File: config.mk
export PLATFORM = sky130hd
export DESIGN_NAME = tfa_ctrl
export DESIGN_NICKNAME = d
export VERILOG_FILES = /design/src/design/tfa_pkg.sv /design/src/design/tfa_ctrl.sv
export SDC_FILE = /design/constraint.sdc
export NUM_CORES = 1
export LEC_CHECK = 0
export ABC_AREA = 0
export BUFFER_PORTS_ARGS = -buffer_cell sky130_fd_sc_hd__buf_2
export CAP_MARGIN = 20
export CELL_PAD_IN_SITES_DETAIL_PLACEMENT = 0
export CELL_PAD_IN_SITES_GLOBAL_PLACEMENT = 1
export CORE_UTILIZATION = 33
export CTS_BUF_LIST = sky130_fd_sc_hd__clkbuf_4
export DETAILED_ROUTE_END_ITERATION = 7
export GPL_TIMING_DRIVEN = 0
export PLACE_DENSITY_LB_ADDON = 0.12
export REMOVE_ABC_BUFFERS = 1
export SLEW_MARGIN = 20
export SYNTH_ARGS = -nofsm -noshare
export SYNTH_HDL_FRONTEND = slang
export SYNTH_SLANG_ARGS = --single-unit
export TNS_END_PERCENT = 20
File: constraint.sdc
create_clock -name clk -period 3 [get_ports clk]
set_clock_uncertainty 0.15 [all_clocks]
set_input_delay 0.15 -clock clk [delete_from_list [all_inputs] [get_ports clk]]
set_output_delay 0.15 -clock clk [all_outputs]
set_load 0.02 [all_outputs]
File: src/design/tfa_pkg.sv
// ----------------------------------------------------------------------------
// tfa_pkg
// Shared codes, defaults and controller/datapath interface types of the
// template flux accumulator.
// ----------------------------------------------------------------------------
package tfa_pkg;

	localparam int SNAPS_DEF          = 8;
	localparam int BANDS_DEF          = 16;
	localparam int MAX_ROWS_DEF       = 64;
	localparam int TEMPLATE_DEPTH_DEF = 65536;

	// item commands
	localparam logic [2:0] CMD_CLEAR = 3'd0;
	localparam logic [2:0] CMD_LOAD  = 3'd1;
	localparam logic [2:0] CMD_BURST = 3'd2;
	localparam logic [2:0] CMD_MERGE = 3'd3;
	localparam logic [2:0] CMD_READ  = 3'd4;

	// table selects
	localparam logic [2:0] SEL_AGE    = 3'd0;
	localparam logic [2:0] SEL_INSP   = 3'd1;
	localparam logic [2:0] SEL_OUTSP  = 3'd2;
	localparam logic [2:0] SEL_TARGET = 3'd3;
	localparam logic [2:0] SEL_CLOUD  = 3'd4;

	// result status
	localparam logic [1:0] ST_OK    = 2'd0;
	localparam logic [1:0] ST_RANGE = 2'd1;
	localparam logic [1:0] ST_SAT   = 2'd2;

	// configuration register indexes
	localparam logic [1:0] CFG_MIN_ROW   = 2'd0;
	localparam logic [1:0] CFG_MAX_ROW   = 2'd1;
	localparam logic [1:0] CFG_ROW_COUNT = 2'd2;
	localparam logic [1:0] CFG_FLOOR     = 2'd3;

	// metallicity to row: trunc(metals * 1000 - 0.5) on Q0.24
	localparam logic [33:0] METAL_SCALE = 34'd1000;
	localparam logic [33:0] HALF_Q24    = 34'd8388608;

	typedef struct packed {
		logic latch;
		logic exec;       // clear or load in the decode cycle
		logic row_calc;
		logic clamp;
		logic snap_fetch;
		logic addr_calc;
		logic band_rd;
		logic band_mul;
		logic band_acc;
		logic snap_next;
		logic flux_rd;
		logic merge_acc;
		logic read_cap;
		logic publish;
	} tfa_cmd_t;

	typedef struct packed {
		logic [2:0] command;
		logic       elem_ok;
		logic       used;
		logic       last_band;
		logic       last_snap;
		logic       out_free;
	} tfa_sts_t;

endpackage

File: src/design/tfa_ctrl.sv
// ----------------------------------------------------------------------------
// tfa_ctrl
// Sequencer of the template flux accumulator: decodes an item and steps the
// datapath through burst, merge and read work.
// ----------------------------------------------------------------------------
module tfa_ctrl
	import tfa_pkg::*;
(
	input  logic     clk,
	input  logic     arst_n,
	input  logic     in_valid,
	output logic     in_stall,
	input  tfa_sts_t sts,
	output tfa_cmd_t cmd
);

	localparam logic [3:0] S_IDLE   = 4'd0;
	localparam logic [3:0] S_DECODE = 4'd1;
	localparam logic [3:0] S_ROW    = 4'd2;
	localparam logic [3:0] S_CLAMP  = 4'd3;
	localparam logic [3:0] S_SNAP   = 4'd4;
	localparam logic [3:0] S_ADDR   = 4'd5;
	localparam logic [3:0] S_BRD    = 4'd6;
	localparam logic [3:0] S_BMUL   = 4'd7;
	localparam logic [3:0] S_BACC   = 4'd8;
	localparam logic [3:0] S_NEXT   = 4'd9;
	localparam logic [3:0] S_MERGE  = 4'd10;
	localparam logic [3:0] S_READ   = 4'd11;
	localparam logic [3:0] S_RESULT = 4'd12;

	logic [3:0] state_q, state_d;

	assign in_stall = (state_q != S_IDLE);

	always_comb begin
		cmd     = '0;
		state_d = state_q;
		unique case (state_q)
			S_IDLE: begin
				if (in_valid) begin
					cmd.latch = 1'b1;
					state_d   = S_DECODE;
				end
			end
			S_DECODE: begin
				unique case (sts.command)
					CMD_CLEAR, CMD_LOAD: begin
						cmd.exec = 1'b1;
						state_d  = S_RESULT;
					end
					CMD_BURST: state_d = S_ROW;
					CMD_MERGE: begin
						cmd.flux_rd = sts.elem_ok;
						state_d     = sts.elem_ok ? S_MERGE : S_RESULT;
					end
					CMD_READ: begin
						cmd.flux_rd = sts.elem_ok;
						state_d     = sts.elem_ok ? S_READ : S_RESULT;
					end
					default: state_d = S_RESULT;
				endcase
			end
			S_ROW: begin
				cmd.row_calc = 1'b1;
				state_d      = S_CLAMP;
			end
			S_CLAMP: begin
				cmd.clamp = 1'b1;
				state_d   = S_SNAP;
			end
			S_SNAP: begin
				cmd.snap_fetch = 1'b1;
				state_d        = S_ADDR;
			end
			S_ADDR: begin
				cmd.addr_calc = 1'b1;
				state_d       = sts.used ? S_BRD : S_NEXT;
			end
			S_BRD: begin
				cmd.band_rd = 1'b1;
				state_d     = S_BMUL;
			end
			S_BMUL: begin
				cmd.band_mul = 1'b1;
				state_d      = S_BACC;
			end
			S_BACC: begin
				cmd.band_acc = 1'b1;
				state_d      = sts.last_band ? S_NEXT : S_BRD;
			end
			S_NEXT: begin
				cmd.snap_next = 1'b1;
				state_d       = sts.last_snap ? S_RESULT : S_SNAP;
			end
			S_MERGE: begin
				cmd.merge_acc = 1'b1;
				state_d       = S_RESULT;
			end
			S_READ: begin
				cmd.read_cap = 1'b1;
				state_d      = S_RESULT;
			end
			S_RESULT: begin
				if (sts.out_free) begin
					cmd.publish = 1'b1;
					state_d     = S_IDLE;
				end
			end
			default: state_d = S_IDLE;
		endcase
	end

	always_ff @(posedge clk or negedge arst_n) begin
		if (!arst_n) begin
			state_q <= S_IDLE;
		end else begin
			state_q <= state_d;
		end
	end

endmodule

== After elaboration in Yosys (flattened, before gate mapping) ==
Index checks and enable logic that the tools add are counted.
W data, S select, Z words.

* Bits in registers: 4
* Latch bits: 0
* Memory bits (writable): 0
* Memory bits (read-only): 0
* Logic and storage cells: 53
* Memories kept: 0

* Add/subtract/negate cells: 0
* Multipliers: 0
* Divide/modulo/power cells: 0
* Order comparisons: 0
* Equal/unequal tests: 18
* Shift-type cells: 0
* Multiplexer cells: 27
* Bitwise operators: 0
* Reductions and logical operators: 7

{| class="wikitable"
|+ Operators by type and width
! kind !! count
|-
| $pmux W4 S12 || 1
|-
| $eq A4 B4 Y1 const B || 5
|-
| $mux W4 || 5
|-
| $mux W1 || 18
|-
| $eq A4 B3 Y1 const B || 4
|-
| $pmux W4 S3 || 1
|-
| $eq A4 B2 Y1 const B || 2
|-
| $eq A3 B2 Y1 const B || 2
|-
| $mux W3 || 2
|-
| $reduce_or A2 Y1 || 3
|-
| $eq A4 B1 Y1 const B || 1
|-
| $logic_not A4 Y1 || 1
|-
| $ne A2 B2 Y1 const B || 2
|-
| $reduce_bool A4 Y1 || 1
|-
| $eq A3 B1 Y1 const B || 1
|-
| $eq A3 B3 Y1 const B || 1
|-
| $logic_not A3 Y1 || 1
|-
| $reduce_and A2 Y1 || 1
|}

== Depth between registers and ports, before layout ==
* Depth after elaboration: 4
* Depth in mapped cells: 5
* Mapped depth without buffers: 4

== Worst setup path after synthesis ==
OpenSTA, ideal clock, no wires.

* Path type: flip-flop to output port
* Start: register state_q[2]
* End: output cmd[12] in the netlist's numbering
* Arrival: 1.283 ns
* Slack: 1.417 ns
* Cell stages (with the launch flop): 5
* Buffers on the path: 1
* Cells stage by stage: dfrtp_1 buf_4 nor2_1 nand2b_1 nor3_1

{| class="wikitable"
|+ RTL lines
! element !! line !! source
|-
| from (decl) || tfa_ctrl.sv:31 || <nowiki>logic [3:0] state_q, state_d;</nowiki>
|-
| from (signal assigned) || tfa_ctrl.sv:117 || <nowiki>state_q <= state_d;</nowiki>
|-
| to (decl) || tfa_ctrl.sv:14 || <nowiki>output tfa_cmd_t cmd</nowiki>
|}

==> summary.log <==
qor: logic_synthesis.ys_warn_count 0
qor: logic_synthesis.seq_area_frac_synth 0.205
qor: timing.slew_headroom 0.633
qor: finish.layout_common_cells sky130_fd_sc_hd__buf_2, sky130_fd_sc_hd__nor2_1, sky130_fd_sc_hd__nand2b_1
qor: placed_design.gp_congestion 0.806
qor: finish.layout_top_registers state_q x4
qor: cts.tritoncts.num_buffers 3
qor: finish.largest_register_ffs 4
qor: critical_path.setup.worst_path.end_class output pin
qor: floorplanning.design.die.area 0.00164 mm2
qor: finish.insertedDiodeCount 0
qor: detailed_routing.via_per_inst 5.15
qor: flow_run.maxcap_viol_count 0
qor: finish.num-fill-cells 141
qor: timing.worst-slew-pin-transition 0.550 ns
qor: detailed_routing.final_antenna_net_count 0
qor: outcome.run_status finished, final reports clean
qor: detailed_routing.drt_drc_violations_left 0
qor: critical_path.worst_ep_arrival_time 1.56 ns
qor: logic_synthesis.synthDominantAreaCellType sky130_fd_sc_hd__dfrtp_1
qor: detailed_routing.routed-via-count 541
qor: placed_design.port_buffers 25
qor: placed_design.place.detailed.hpwl 908 um
qor: floorplanning.coreArea 0.00133 mm2
qor: timing.clock.fmax 537 MHz
qor: finish.fin_util 0.482
qor: cts.worstSkewPairLatency 0.23 ns
qor: finish.multi_input_area 367 um2
qor: finish.fin_nets 103
qor: cts.cts_tree built
qor: global_routing.antenna_found_initial 0
qor: logic_synthesis.syn-instance-count 65
qor: logic_synthesis.netlist_top_cells_area sky130_fd_sc_hd__dfrtp_1, sky130_fd_sc_hd__nor2_1, sky130_fd_sc_hd__nand2b_1, sky130_fd_sc_hd__nor3_1, sky130_fd_sc_hd__o21ai_0
qor: power.power-per-cell-area 909 mW/mm2
qor: timing.finalCritPeriodShare 0.620
qor: critical_path.worstPathRequired 2.70 ns
qor: finish.area.sequential 100 um2
qor: logic_synthesis.synth_top_cell_area_share 0.205
qor: floorplanning.std_cell_rows 13
qor: timing.final_period_minus_worst_setup_slack 1.86 ns
qor: finish.area_delta_synth_final 31.5%
qor: detailed_routing.detail_route.wl_per_cell 11.4 um
qor: timing.report.final.slew_viol_count 0
qor: global_routing.via_count_of_the_first_global_routing_pass 428
qor: timing.grt_setup_unrepaired no
qor: detailed_routing.wirelength 1200 um
qor: power.cellLeakagePower 0.000311 uW
qor: hold_path.min-delay-path-class input pin to register
qor: logic_synthesis.netlist_area_pre_place 489 um2
qor: floorplanning.num_io_pins 26
qor: detailed_routing.drt_pass1_iterations 3
qor: power.peakVddDrop 0.434 mV
qor: timing.setup_violations 0
qor: finish.layout-drive-gt1-share 0.389
qor: global_routing.grt_max_degree 15
qor: cts.cts.clk_slew.worst_paths 0.04 ns
qor: floorplanning.die_w 40.5 um
qor: timing.setup_slack 1.14 ns
qor: cts.cts.root.buffer_cell sky130_fd_sc_hd__clkbuf_4
qor: logic_synthesis.yosysUniqueCellTypes 29
qor: cts.cts_sinks 4
qor: cts.clk_path_buf_depth 2
qor: timing.total_negative_slack 0 ns
qor: floorplanning.initial_utilization 0.367
qor: logic_synthesis.syn_area_per_cell 7.53 um2
qor: detailed_routing.drtIter0Drc 8
qor: global_routing.grt_first_pass_wirelength 1790 um
qor: global_routing.grt-ovfl-total 0
qor: critical_path.path_type_of_the_worst_setup_path register to output pin
qor: critical_path.critical_path_peak_fanout 14
qor: logic_synthesis.synth-seq-cells 4
qor: finish.regMostFlops state_q
qor: finish.final_common_cell sky130_fd_sc_hd__buf_2
qor: timing.timing.final.hold_violations 0
qor: cts.clock_tree.htree_level_count 1
qor: placed_design.pre_cts_ws 1.30 ns
qor: floorplanning.die_h 40.5 um
qor: global_routing.global_route.usage.total 0.165
qor: critical_path.setup.worst_path.start_class register
==> metal layers <==
layer	global-route usage	vias up	routed length (um)
li1	-	290	-
met1	0.232	240	621
met2	0.234	11	544
met3	0	0	35
met4	0.125	0	0
met5	0	-	0
==> cell usage after synthesis (all sizes together) <==
master	n
nand2	5
nor2	11
o21ai	5
a21bo	1
a2bb2oi	1
and4	1
nor3b	2
a31oi	2
nor2b	2
dfrtp	4
o21bai	1
a21oi	3
o211ai	1
a221oi	1
and3	1
nand4	1
nand3	1
nand2b	8
o31a	1
buf	4
nor4b	1
nand3b	1
and4bb	1
nor3	6
==> stage by stage <==
stage	total power, uW	hold WS (ns)	area [um2]	instances
after floorplan	414	-0.296	467	61
after global placement	521	-0.197	611	101
after detailed placement	523	-0.196	611	101
after CTS	594	0.0341	643	105
after global routing	640	0.0579	643	105
final	584	0.0362	643	105
==> final timing paths <==
check	from	to	slack (ns)	depth (start not counted)
setup / recovery	state_q[1]$_DFFE_PN0P_	cmd[12]	1.14	4
hold / removal	sts[3]	state_q[2]$_DFFE_PN0P_	0.04	3
setup reg to reg	state_q[2]$_DFFE_PN0P_	state_q[1]$_DFFE_PN0P_	1.31	4
hold reg to reg	state_q[0]$_DFFE_PN0P_	state_q[3]$_DFFE_PN0P_	0.63	2
max in group asynchronous	arst_n	state_q[0]$_DFFE_PN0P_	2.49	2
min in group asynchronous	arst_n	state_q[2]$_DFFE_PN0P_	0.09	2
==> power breakdown <==
| part | internal (uW) | total [uW] | switching [uW] |
|---|---|---|---|
| Clock | 44.7 | 65.6 | 20.9 |
| Combinational | 154 | 345 | 192 |
| Sequential | 78.6 | 174 | 94.9 |
==> worst max-delay path, cell delays in order, from the launching register on <==
cell and delay (ns):
sky130_fd_sc_hd__dfrtp_1 0.50, sky130_fd_sc_hd__nand2b_1 0.30, sky130_fd_sc_hd__nand2b_1 0.22, sky130_fd_sc_hd__nor3_1 0.12
sky130_fd_sc_hd__buf_2 0.18
==> timing repair <==
action / CTS / global route
endpoints found under the setup margin: 0 / 0
hold endpoints to repair: 4 / 0
setup buffers: 0 / 0
resized for setup: 0 / 0
hold buffers: 1 / 0
==> layout make-up <==
| class | instances | share of cell area |
|---|---|---|
| Multi-Input combinational cell | 57 | 0.570 |
| Timing Repair Buffer | 26 | 0.210 |
| Sequential cell | 4 | 0.156 |
| Clock buffer | 3 | 0.0350 |
| Tap cell | 15 | 0.0292 |
==> cell families (layout without fill, tap and decap cells) <==
family / count (synthesis) / after routing / share of synthesized area
simple gates: 41 / 41 / 0.512
compound gates: 16 / 16 / 0.238
flops: 4 / 4 / 0.205
buf+inv: 4 / 29 / 0.0460
Power figures use the tool's default switching activity.
